### src/rtl/sidct_ram.sv
// ----------------------------------------------------------------------------
// sidct_ram: generic single-port RAM
// One address for read or write per cycle, registered read data.
// ----------------------------------------------------------------------------
`timescale 1ns / 1ps

module sidct_ram #(
  parameter int unsigned Width = 32,
  parameter int unsigned Depth = 64
) (
  input  logic                     clk_i,
  input  logic                     we_i,
  input  logic [$clog2(Depth)-1:0] addr_i,
  input  logic [Width-1:0]         wdata_i,
  output logic [Width-1:0]         rdata_o
);

  logic [Width-1:0] mem_q [Depth];
  logic [Width-1:0] rdata_q;

  always_ff @(posedge clk_i) begin
    if (we_i) begin
      mem_q[addr_i] <= wdata_i;
    end
    rdata_q <= mem_q[addr_i];
  end

  assign rdata_o = rdata_q;

endmodule

### config.mk
export PLATFORM = sky130hd
export DESIGN_NAME = sidct_ram
export DESIGN_NICKNAME = d
export VERILOG_FILES = /design/src/rtl/sidct_ram.sv
export SDC_FILE = /design/constraint.sdc
export NUM_CORES = 2
export LEC_CHECK = 0
export ABC_AREA = 0
export BUFFER_PORTS_ARGS = -buffer_cell sky130_fd_sc_hd__buf_4
export CORE_MARGIN = 2
export CORE_UTILIZATION = 50
export CTS_BUF_LIST = sky130_fd_sc_hd__clkbuf_16
export DETAILED_ROUTE_END_ITERATION = 12
export GPL_ROUTABILITY_DRIVEN = 0
export PLACE_DENSITY = 0.65
export SLEW_MARGIN = 0
export SYNTH_ARGS = -nofsm -noshare
export SYNTH_HDL_FRONTEND = slang
export SYNTH_SLANG_ARGS = --single-unit
### constraint.sdc
create_clock -name clk_i -period 4 [get_ports clk_i]
set_clock_uncertainty 0.05 [all_clocks]
set_input_delay 0.4 -clock clk_i [delete_from_list [all_inputs] [get_ports clk_i]]
set_output_delay 0.4 -clock clk_i [all_outputs]
set_load 0.02 [all_outputs]
### Word level (Yosys, flattened, before mapping)

Memory sizes are Yosys's and may differ from the RTL's. A register that Yosys moved wholly into a read port is not among the register bits.
Cells that the tools add are included.

| word-level totals | value |
|---|---|
| input port bits | 40 |
| memories | 1 |
| memory bits (writable) | 2048 |
| register bits after elaboration | 0 |
| output and inout bits | 32 |

Memories:

| memory | words | bits a word | rd ports | clocked after memory_dff | write ports | RTL line | source |
|---|---|---|---|---|---|---|---|
| mem_q | 64 | 32 | 1 | 1 | 1 | 18 | `logic [Width-1:0] mem_q [Depth];` |

| operators by class | value |
|---|---|
| muxes and demuxes | 2 |

Operator list:

| kind | number |
|---|---|
| 1-bit two-way mux | 2 |

### Depth between registers and ports, before layout

| logic depth | value |
|---|---|
| word-level depth | 2 |
| mapped depth | 13 |
| mapped depth without buffers | 6 |

### Worst setup path before layout

Ideal clock, no wire load.

| timing path | value |
|---|---|
| path kind | input -> register |
| start | input addr_i[2] |
| end | memory mem_q[15][0], enable pin |
| library setup time | 0.421 ns |
| stages on the path | 8 |
| setup slack | 0.311 ns |
| arrival time | 3.218 ns |
| cell sequence | buf_2 buf_2 buf_2 buf_2 buf_2 buf_2 nand3_1 nor2_1 |

RTL lines:

| element | RTL line | source |
|---|---|---|
| from (decl) | 13 | `input logic [$clog2(Depth)-1:0] addr_i,` |
| to (decl) | 18 |  |

No word-level cell before the write port.

==> flow_summary.toml <==
[sta]
setup_viol = 0
fin_crit_ns = 2.95
relSlewSlack_pct = 21.2
setup_tns_ns = 0
tightestPinTransition_ns = 1.18
setup_ws_ns = 1.05
period_share_pct = 73.8
clock.fmax_mhz = 339
final_hold_viol_count = 0
drv_slew = 0
rsz0062_at_grt = "false"

[power]
leakage_nw = 29.5
power.density_nw_per_um2 = 493
ir_worst_vdd_v = 0.000485
power_frac_seq_pct = 54.3
swShare_pct = 21.8
pwr-share-comb_pct = 5.5
internal_power_mw = 34.9
p_switching_mw = 9.74
clkPwrFrac_pct = 40.2

[yosys]
syn_nets = 4279
ys.flop_type = "edfxtp_1"
netlist_instances = 4239
async_flop_share_pct = 0
netlist_area_um2 = 78900
yosysWarnings = 0
synthDistinctLibCells = 56
ys_ff_latch = 2080
synth_area_leaders = "edfxtp_1, mux2i_1, mux4_2"
synth_edf_count = 2048
avgSynthCellArea_um2 = 18.6
synth.yosys.seq_area_share_pct = 78.7
yosys.area.top_type_share_pct = 77.9
yosysTopAreaCell = "edfxtp_1"

[setup_path]
worst_setup_path_start_kind = "primary input"
worstPathRequired_ns = 4.65
endpoint_kind = "register"
critPathArrivalTime_ns = 3.60
r2r_slack_ns = 1.28
critPathMaxFanout = 33
criticalPathCategory = "primary input to register"

[routing]
wl_um = 216000
wl_per_cell_um = 32.1
avgViaCountPerCell = 6.53
drc = 0
vias = 43900
dr.pass1.iters = 6
postRouteAntennaNets = 0
drt_iter0_markers = 5501

[clock_network]
post_cts_buffers = 0
cts_root_buffer = "clkbuf_16"
clock_path_buffers = 3
cts_resized = 0
cts_max_level = 4
hold_buffers = 0
cts_num_sinks = 2080
path_clk_slew_ns = 0.06
clock_latency_ns = 0.84
cts_tree = "done"
cts_buffers = 200

[global_routing]
grt_max_degree = 92
grt_pass1_wl_um = 308000
antenna_found_initial = 10
grt_pass1_vias = 42200
track_usage_pct = 26.5
overflow = 0

[place]
post-place-ws_ns = 0.335
portBuffers = 71
dp_hpwl_um = 126000

[die]
die_x_um = 401
ios = 72
fp-row-count = 145
dieArea_um2 = 161000
start_util_pct = 50.4
core_um2 = 157000
fp.dieH_um = 401

[finish]
fill_cells = 11600
fin_nets = 4544
area_growth_pct = 14.7
post_route_cells_drive_above_1_share_pct = 20.5
fin_util_pct = 57.8

[min_path]
hp-class = "primary input to register"

[job]
maxCapViolations = 0

[status]
status = "finished clean"
==> per-stage QoR <==
| stage | cells | total power, mW | instance area, um^2 | hold WS, ns |
|---|---|---|---|---|
| 6_report | 6729 | 44.6 | 90500 | 0.0778 |
| 5_1_grt | 6727 | 45.8 | 90500 | 0.0795 |
| 4_1_cts | 6726 | 44.8 | 90500 | 0.0305 |
| 3_5_place_dp | 6360 | 27.2 | 84400 | 0.592 |
| 3_3_place_gp | 6360 | 27.1 | 84400 | 0.572 |
| 2_1_floorplan | 4239 | 25.9 | 78900 | 0.449 |
==> per-layer routing <==
metal  GRT usage [%]  wire length (um)
met1            37.5             86200
met5               0                88
met4            8.59              7010
met3            5.11             20500
met2            41.8            102000
==> worst paths after layout <==
| path | to | cells past startpoint | from |
|---|---|---|---|
| worst max-delay path | rdata_o[12]$_DFF_P_ | 9 | addr_i[0] |
| worst min-delay path | mem_q[52][26]$_DFFE_PP_ | 1 | wdata_i[26] |
| worst max register to register | rdata_o[21]$_DFF_P_ | 5 | mem_q[29][21]$_DFFE_PP_ |
| worst min register to register | rdata_o[25]$_DFF_P_ | 3 | mem_q[32][25]$_DFFE_PP_ |
==> cell usage in the layout (no fill, tap or decap), drive strengths merged, types with 85 or more instances in the layout <==
cell type     n
edfxtp     2048
buf         361
mux2i       259
clkbuf      205
a22oi       188
a221oi      175
mux2        147
nor2        145
a21oi       121
mux4         96
o22ai        93
and3         85
o21ai        85
==> cell usage after synthesis (all sizes together), types with 4 or more instances <==
library cell	instances
a2111oi	15
a211oi	17
a21oi	121
a221o	15
a221oi	175
a222oi	16
a22o	66
a22oi	188
a31oi	43
and2	5
and3	85
buf	129
clkbuf	169
dfxtp	32
edfxtp	2048
mux2	147
mux2i	259
mux4	96
nand2	28
nand2b	18
nand3	54
nor2	145
nor2b	8
nor3	22
nor4	14
o21ai	85
o221ai	6
o22a	70
o22ai	93
o2bb2ai	15
or3	4
or4	15
or4b	14
==> logic make-up after synthesis <==
family,share of synthesized area [%]
flip-flops,78.7
buffers and inverters,1.68
AO/OA/AOI/OAI,8.66
multiplexers,8.12
AND/OR/NAND/NOR,2.81
==> layout make-up <==
type                            count  area (um^2)  area share, %
Timing Repair Buffer              361         3580           3.96
Clock buffer                      205         5130           5.67
Multi-Input combinational cell   1859        16000           17.7
Sequential cell                  2080        62100           68.6
Antenna cell                        3         7.51        0.00829
Tap cell                         2058         2570           2.84
Inverter                            2         15.0         0.0166
Clock inverter                    161         1040           1.15
==> state kept, by name, summed over array words and instances (netlist names) <==
register	flops
mem_q	2048
rdata_o	32
==> critical path, stage by stage <==
cell       delay (ns)
buf_8            0.33
buf_4            0.52
and3b_1          0.25
buf_4            0.25
a22oi_1          0.25
a31oi_1          0.23
a2111oi_1        0.98
buf_4            0.23
nand3_1          0.06
==> power by group through the flow <==
stage	Sequential, mW	Combinational (mW)	Clock (mW)
finish	24.2	2.47	17.9
floorplan	24.7	1.15	0
global placement	24.7	2.43	0
CTS	24.2	2.47	18.1
global route	24.2	2.59	18.9
detailed placement	24.7	2.46	0
Note: power is estimated with default switching activity, not from simulation.
