==> src/rtl/sidct_pkg.sv <==
// ----------------------------------------------------------------------------
// sidct_pkg: shared types, constants and tables of the scaled 8x8 IDCT core
// Holds the ALU op codes, the micro-op format, the micro-program of one 1-D
// pass and the scale and de-zigzag tables.
// ----------------------------------------------------------------------------
`timescale 1ns / 1ps

package sidct_pkg;

  typedef enum logic [3:0] {
    OP_ADD,
    OP_SUB,
    OP_MUL45,
    OP_MUL181,
    OP_SHL2,
    OP_SHL7,
    OP_SHL8,
    OP_ASR7,
    OP_ASR8
  } alu_op_e;

  // working register indexes: v0..v7, then s, d, t, u
  localparam logic [3:0] R_V0 = 4'd0;
  localparam logic [3:0] R_V1 = 4'd1;
  localparam logic [3:0] R_V2 = 4'd2;
  localparam logic [3:0] R_V3 = 4'd3;
  localparam logic [3:0] R_V4 = 4'd4;
  localparam logic [3:0] R_V5 = 4'd5;
  localparam logic [3:0] R_V6 = 4'd6;
  localparam logic [3:0] R_V7 = 4'd7;
  localparam logic [3:0] R_S  = 4'd8;
  localparam logic [3:0] R_D  = 4'd9;
  localparam logic [3:0] R_T  = 4'd10;
  localparam logic [3:0] R_U  = 4'd11;
  localparam int unsigned NumRegs = 12;

  localparam logic [5:0] UopLast = 6'd48;

  localparam logic [31:0] DcBiasFixed = 32'd16384;
  localparam logic [31:0] DcBiasQuant = 32'((1024 + 4) << 12);

  typedef struct packed {
    alu_op_e    op;
    logic [3:0] dst;
    logic [3:0] a;
    logic [3:0] b;
    logic       wr;    // result goes to the pass output store
    logic [2:0] oidx;  // output slot of the pass
  } uop_t;

  function automatic uop_t mk(alu_op_e op, logic [3:0] dst, logic [3:0] a, logic [3:0] b);
    uop_t u;
    u.op = op; u.dst = dst; u.a = a; u.b = b; u.wr = 1'b0; u.oidx = 3'd0;
    return u;
  endfunction

  function automatic uop_t mo(alu_op_e op, logic [3:0] a, logic [3:0] b, logic [2:0] k);
    uop_t u;
    u.op = op; u.dst = R_T; u.a = a; u.b = b; u.wr = 1'b1; u.oidx = k;
    return u;
  endfunction

  // micro-program of one 1-D butterfly pass
  function automatic uop_t uop_rom(logic [5:0] pc);
    uop_t u;
    case (pc)
      6'd0:  u = mk(OP_ADD,    R_S,  R_V1, R_V7);
      6'd1:  u = mk(OP_SUB,    R_D,  R_V1, R_V7);
      6'd2:  u = mk(OP_ADD,    R_V1, R_S,  R_V3);
      6'd3:  u = mk(OP_ADD,    R_V7, R_D,  R_V5);
      6'd4:  u = mk(OP_SUB,    R_V5, R_D,  R_V5);
      6'd5:  u = mk(OP_SUB,    R_V3, R_S,  R_V3);
      6'd6:  u = mk(OP_MUL45,  R_S,  R_V5, R_V5);
      6'd7:  u = mk(OP_MUL45,  R_D,  R_V3, R_V3);
      6'd8:  u = mk(OP_ADD,    R_T,  R_D,  R_S);
      6'd9:  u = mk(OP_SHL2,   R_U,  R_S,  R_S);
      6'd10: u = mk(OP_ADD,    R_T,  R_T,  R_U);
      6'd11: u = mk(OP_ADD,    R_T,  R_T,  R_V5);
      6'd12: u = mk(OP_SUB,    R_U,  R_D,  R_S);
      6'd13: u = mk(OP_SHL2,   R_S,  R_D,  R_D);
      6'd14: u = mk(OP_ADD,    R_U,  R_U,  R_S);
      6'd15: u = mk(OP_ADD,    R_U,  R_U,  R_V3);
      6'd16: u = mk(OP_ASR7,   R_V5, R_T,  R_T);
      6'd17: u = mk(OP_ASR7,   R_V3, R_U,  R_U);
      6'd18: u = mk(OP_SHL8,   R_S,  R_V1, R_V1);
      6'd19: u = mk(OP_SHL8,   R_D,  R_V7, R_V7);
      6'd20: u = mk(OP_ADD,    R_T,  R_D,  R_S);
      6'd21: u = mk(OP_SHL7,   R_U,  R_V1, R_V1);
      6'd22: u = mk(OP_ADD,    R_T,  R_T,  R_U);
      6'd23: u = mk(OP_SUB,    R_T,  R_T,  R_V1);
      6'd24: u = mk(OP_SUB,    R_U,  R_D,  R_S);
      6'd25: u = mk(OP_SHL7,   R_S,  R_V7, R_V7);
      6'd26: u = mk(OP_ADD,    R_U,  R_U,  R_S);
      6'd27: u = mk(OP_SUB,    R_U,  R_U,  R_V7);
      6'd28: u = mk(OP_ASR8,   R_V1, R_T,  R_T);
      6'd29: u = mk(OP_ASR8,   R_V7, R_U,  R_U);
      6'd30: u = mk(OP_SUB,    R_T,  R_V2, R_V6);
      6'd31: u = mk(OP_ADD,    R_V6, R_V6, R_V2);
      6'd32: u = mk(OP_MUL181, R_T,  R_T,  R_T);
      6'd33: u = mk(OP_ASR7,   R_T,  R_T,  R_T);
      6'd34: u = mk(OP_SUB,    R_V2, R_T,  R_V6);
      6'd35: u = mk(OP_ADD,    R_S,  R_V0, R_V4);
      6'd36: u = mk(OP_SUB,    R_D,  R_V0, R_V4);
      6'd37: u = mk(OP_ADD,    R_V0, R_S,  R_V6);
      6'd38: u = mk(OP_ADD,    R_V4, R_D,  R_V2);
      6'd39: u = mk(OP_SUB,    R_V2, R_D,  R_V2);
      6'd40: u = mk(OP_SUB,    R_V6, R_S,  R_V6);
      6'd41: u = mo(OP_ADD, R_V0, R_V1, 3'd0);
      6'd42: u = mo(OP_ADD, R_V4, R_V5, 3'd1);
      6'd43: u = mo(OP_ADD, R_V2, R_V3, 3'd2);
      6'd44: u = mo(OP_ADD, R_V6, R_V7, 3'd3);
      6'd45: u = mo(OP_SUB, R_V6, R_V7, 3'd4);
      6'd46: u = mo(OP_SUB, R_V2, R_V3, 3'd5);
      6'd47: u = mo(OP_SUB, R_V4, R_V5, 3'd6);
      6'd48: u = mo(OP_SUB, R_V0, R_V1, 3'd7);
      default: u = mk(OP_ADD, R_T, R_T, R_T);
    endcase
    return u;
  endfunction

  localparam logic [12:0] ScaleTab [64] = '{
    13'd4096, 13'd2276, 13'd5352, 13'd3218, 13'd4096, 13'd3218, 13'd2217, 13'd2276,
    13'd2276, 13'd1264, 13'd2973, 13'd1788, 13'd2276, 13'd1788, 13'd1232, 13'd1264,
    13'd5352, 13'd2973, 13'd6992, 13'd4205, 13'd5352, 13'd4205, 13'd2896, 13'd2973,
    13'd3218, 13'd1788, 13'd4205, 13'd2529, 13'd3218, 13'd2529, 13'd1742, 13'd1788,
    13'd4096, 13'd2276, 13'd5352, 13'd3218, 13'd4096, 13'd3218, 13'd2217, 13'd2276,
    13'd3218, 13'd1788, 13'd4205, 13'd2529, 13'd3218, 13'd2529, 13'd1742, 13'd1788,
    13'd2217, 13'd1232, 13'd2896, 13'd1742, 13'd2217, 13'd1742, 13'd1200, 13'd1232,
    13'd2276, 13'd1264, 13'd2973, 13'd1788, 13'd2276, 13'd1788, 13'd1232, 13'd1264
  };

  localparam logic [5:0] Unzig [64] = '{
    6'd0,  6'd1,  6'd8,  6'd16, 6'd9,  6'd2,  6'd3,  6'd10,
    6'd17, 6'd24, 6'd32, 6'd25, 6'd18, 6'd11, 6'd4,  6'd5,
    6'd12, 6'd19, 6'd26, 6'd33, 6'd40, 6'd48, 6'd41, 6'd34,
    6'd27, 6'd20, 6'd13, 6'd6,  6'd7,  6'd14, 6'd21, 6'd28,
    6'd35, 6'd42, 6'd49, 6'd56, 6'd57, 6'd50, 6'd43, 6'd36,
    6'd29, 6'd22, 6'd15, 6'd23, 6'd30, 6'd37, 6'd44, 6'd51,
    6'd58, 6'd59, 6'd52, 6'd45, 6'd38, 6'd31, 6'd39, 6'd46,
    6'd53, 6'd60, 6'd61, 6'd54, 6'd47, 6'd55, 6'd62, 6'd63
  };

endpackage

==> src/rtl/sidct_alu.sv <==
// ----------------------------------------------------------------------------
// sidct_alu: shared butterfly unit
// Add, subtract, constant multiply by 45 or 181 and fixed shifts, modulo 2^32.
// ----------------------------------------------------------------------------
`timescale 1ns / 1ps

module sidct_alu (
  input  sidct_pkg::alu_op_e op_i,
  input  logic [31:0]        a_i,
  input  logic [31:0]        b_i,
  output logic [31:0]        y_o
);

  import sidct_pkg::*;

  always_comb begin
    case (op_i)
      OP_ADD:    y_o = a_i + b_i;
      OP_SUB:    y_o = a_i - b_i;
      OP_MUL45:  y_o = a_i * 32'd45;
      OP_MUL181: y_o = a_i * 32'd181;
      OP_SHL2:   y_o = a_i << 2;
      OP_SHL7:   y_o = a_i << 7;
      OP_SHL8:   y_o = a_i << 8;
      OP_ASR7:   y_o = 32'($signed(a_i) >>> 7);
      OP_ASR8:   y_o = 32'($signed(a_i) >>> 8);
      default:   y_o = a_i;
    endcase
  end

endmodule
==> config.mk <==
export PLATFORM = sky130hd
export DESIGN_NAME = sidct_alu
export DESIGN_NICKNAME = d
export VERILOG_FILES = /design/src/rtl/sidct_pkg.sv /design/src/rtl/sidct_alu.sv
export SDC_FILE = /design/constraint.sdc
export NUM_CORES = 1
export LEC_CHECK = 0
export BUFFER_PORTS_ARGS = -buffer_cell sky130_fd_sc_hd__buf_2
export CORE_MARGIN = 3
export CORE_UTILIZATION = 45
export DETAILED_ROUTE_END_ITERATION = 16
export RECOVER_POWER = 25
export SLEW_MARGIN = 20
export SYNTH_ARGS = -nofsm -noshare
export SYNTH_HDL_FRONTEND = slang
export SYNTH_SLANG_ARGS = --single-unit
==> constraint.sdc <==
create_clock -name vclk -period 7.04
set_clock_uncertainty 0.1 [all_clocks]
set_input_delay 1.056 -clock vclk [all_inputs]
set_output_delay 1.056 -clock vclk [all_outputs]
set_load 0.02 [all_outputs]
# Word-level counts from Yosys, hierarchy flattened
# Index checks and enable logic that the tools add are counted.
# W data, S select, Z words.
# classes
add_sub_neg,2
n_reduce_logical,1
multipliers,2
muxes,1
eq_ne,8
# ops
operator,count
$pmux W32 S9,1
$add A32 B32 Y32,1
$mul A32 B6 Y32 const B,1
$mul A32 B8 Y32 const B,1
$sub A32 B32 Y32,1
$eq A4 B3 Y1 const B,4
$eq A4 B2 Y1 const B,2
$eq A4 B1 Y1 const B,1
$eq A4 B4 Y1 const B,1
$logic_not A4 Y1,1
# word_totals
inputBits,68
regBits,0

# Depth between registers and ports, before layout
# depth
depth_word,2
depth_mapped,19
mapped_depth_nobuf,19

# Least setup slack after synthesis
# OpenSTA, ideal clock, no wires.
# synth_timing
kind,input to output
from,input b_i[0]
to,output y_o[30]
n_path_buf,0
t_arrival_ps,5278
t_required_ps,5884
path_slack_ps,606
path_stages,17
cell_sequence,or3_1 nor3_4 or4b_1 or4_1 nor3b_1 nor2_1 xnor2_1 ha_1 a21o_1 a21o_1 a21o_1 a2111o_1 o2111ai_1 nand2_1 nor4b_1 o31ai_1 a21oi_1
# synth_between
elab_chain_len,2
# synth_lines
element,line,source
"start, declared",sidct_alu.sv:10,"input logic [31:0] b_i,"
$sub A32 B32 Y32 / $add A32 B32 Y32 (equally long branches),"sidct_alu.sv:19, sidct_alu.sv:18",
$pmux W32 S9 (*),sidct_alu.sv:17,case (op_i)
"end, declared",sidct_alu.sv:11,output logic [31:0] y_o
# Every way passes the cells marked *; elsewhere a longest branch is shown, timed or not.

# Worst setup path after layout
# layout_timing
from,input b_i[0]
to,output y_o[28]
# The elaborated chain is that of the path after synthesis.

==> impl_metrics.py <==
metrics = {
    "run_status": {
        "status": "complete, but fails checks",
        "violations": "max-capacitance violations",
    },
    "cells_and_area": {
        "stdcell_area_mm2": 0.0119,
        "seq_area_um2": 0,
        "antenna_cells": 0,
        "multi_input_area_mm2": 0.00967,
        "fin_util": 0.507,
        "fillers": 2440,
        "final_common_cell": "inv_1",
        "final_cells": 1887,
        "layout_common_cells": "inv_1 (262), ha_1 (156), a21oi_1 (121), nand2_1 (109)",
        "seq_cells": 0,
        "n_clock_buffer": 0,
        "drive_gt1_frac": 0.117,
        "layout.nets": 1890,
        "syn_to_final_growth_pct": 10.3,
    },
    "setup_path": {
        "required_ns": 5.88,
        "path_max_fanout": 3,
        "crit_path_start_kind": "input port",
        "endpoint_kind": "output port",
        "worstPathArrival_ns": 5.59,
        "critPathKind": "input port to output port",
    },
    "clocking": {
        "hold_buffers": 0,
        "cts_setup_buffers": 0,
    },
    "global_route": {
        "grt_usage": 0.282,
        "grt_max_degree": 48,
        "grt_pass1_wl_um": 59300,
        "antenna_found_initial": 0,
        "grt_overflow_total": 0,
        "grt_pass1_vias": 10800,
    },
    "sta": {
        "rsz0062_at_grt": "no",
        "maxSlewViolCount": 0,
        "finalSetupViolations": 0,
        "period_share": 0.959,
        "min_period_ns": 6.75,
        "slew_headroom": 0.00274,
        "setup-tns-final_ns": 0,
        "setup_ws_ns": 0.292,
        "tightest_slew_ns": 1.50,
        "hold_violations": 0,
        "hold_slack_ns": 2.48,
        "fmax_mhz": 148,
    },
    "yosys": {
        "ys_seq_area_frac": 0,
        "muxShareOfSynthArea": 0.0360,
        "syn-cell-area_mm2": 0.0108,
        "postSynthAreaPerCell_um2": 7.34,
        "yosys.area_share.simple": 0.149,
        "synthAdderAreaFrac": 0.358,
        "ys_types": 69,
        "syn-num-nets": 1795,
        "synth_xor_area_frac": 0.104,
        "synth_largest_area_cell": "ha_1",
        "synthTopCellsByArea": "ha_1 (18%), fa_1 (18%), inv_1 (9.1%), a21oi_1 (5.7%), xor2_1 (5.3%)",
        "yosys_warnings": 0,
        "synth.top_cell.area_share": 0.180,
        "netlist_instances": 1475,
        "synth_top_family_by_area": "adder cells",
        "synth_compound_area_frac": 0.241,
    },
    "place": {
        "placed_cell_area_mm2": 0.0119,
        "place_hpwl_um": 31600,
        "place_inst": 1887,
        "io_buffers": 100,
        "place_ws_ns": 0.153,
        "globalplace.congestion": 0.971,
    },
    "die": {
        "dieArea_mm2": 0.0259,
        "core_area_mm2": 0.0235,
        "die_h_um": 161,
        "dieWidth_um": 161,
        "start_util": 0.460,
        "ios": 100,
        "rows": 56,
    },
    "detailed_routing": {
        "first_pass_iters": 6,
        "drt_iter0_markers": 865,
        "vias": 11000,
        "antenna_left": 0,
        "wire_per_inst_um": 19.9,
        "drc_errors": 0,
        "viasPerCell": 5.85,
        "finalWirelength_um": 37500,
    },
    "pwr": {
        "irDropWorstVdd_v": 0.000128,
        "report.power.total_mw": 3.41,
        "p_leak_nw": 6.05,
        "powerDensity_mw_per_mm2": 286,
    },
    "worst_hold_path": {
        "hold_class": "input port to output port",
    },
    "run": {
        "cap_violations": 1,
    },
}
==> per-layer routing <==
layer	share of wire	wire length, µm	track usage	vias to the layer above
met4	0.025	954	0.0489	0
li1	-	-	-	5260
met2	0.43	16000	0.445	468
met3	0.072	2720	0.0197	67
met1	0.48	17800	0.430	5242
met5	0	0	0	-
==> where the power goes <==
group          switching (mW)  internal [mW]
sequential                  0              0
combinational            2.07           1.34
clock                       0              0
total                    2.07           1.34
==> Yosys cell counts, drive strengths merged (3+ instances only) <==
cell type	number
a41oi	3
o22ai	5
nor2b	11
o211ai	17
ha	156
nor3	15
a22o	4
xnor2	63
mux4	11
clkbuf	55
nand3	42
and4	4
nor2	86
a211oi	14
mux2i	13
o21a	5
inv	262
nand2b	19
nor3b	3
or4	3
o21ai	94
and2	9
a21oi	123
o21bai	8
o41ai	5
nor4	3
or2	4
fa	96
nand4	10
a21o	35
or3	10
xor2	66
nand2	109
o2111ai	5
a31oi	18
o221ai	4
and3	8
o31ai	8
a31o	3
a22oi	6
a221o	4
o22a	3
buf	5
a221oi	26
==> worst paths after layout <==
check                 slack [ns]  startpoint      end  cells past startpoint
worst max-delay path        0.29      b_i[0]  y_o[28]                     19
worst min-delay path        2.48     a_i[30]  y_o[30]                      4
==> kinds of logic after synthesis <==
logic type                 count (synthesis)
and+or+nand+nor                          340
muxes                                     25
buffers and inverters                    322
adders and majority gates                252
AOI/OAI and AO/OA                        407
xor gates and xnor gates                 129
==> critical path, stage by stage <==
cell and delay [ns]:
buf_2 0.11, or3_1 0.44, nor3_4 0.16, or4b_1 0.51, or4_1 0.50, nor3b_2 0.24
nor2_1 0.07, xnor2_1 0.20, ha_1 0.28, a21o_1 0.20, a21o_1 0.17, a21o_1 0.21
a2111o_1 0.42, o2111ai_1 0.10, nand2_1 0.13, xor2_1 0.25, a211oi_1 0.12, a31oi_1 0.21
buf_2 0.21
==> timing repair <==
item	in CTS	in global routing
endpoints found under the setup margin	0	6
resized for setup	0	12
hold endpoints to repair	0	0
==> final cells by class <==
| type | instances | share of cell area |
|---|---|---|
| inverters | 262 | 0.0824 |
| repair buffers | 153 | 0.0745 |
| well taps | 319 | 0.0334 |
| multi-input cells | 1153 | 0.810 |
Power figures use the tool's default switching activity.
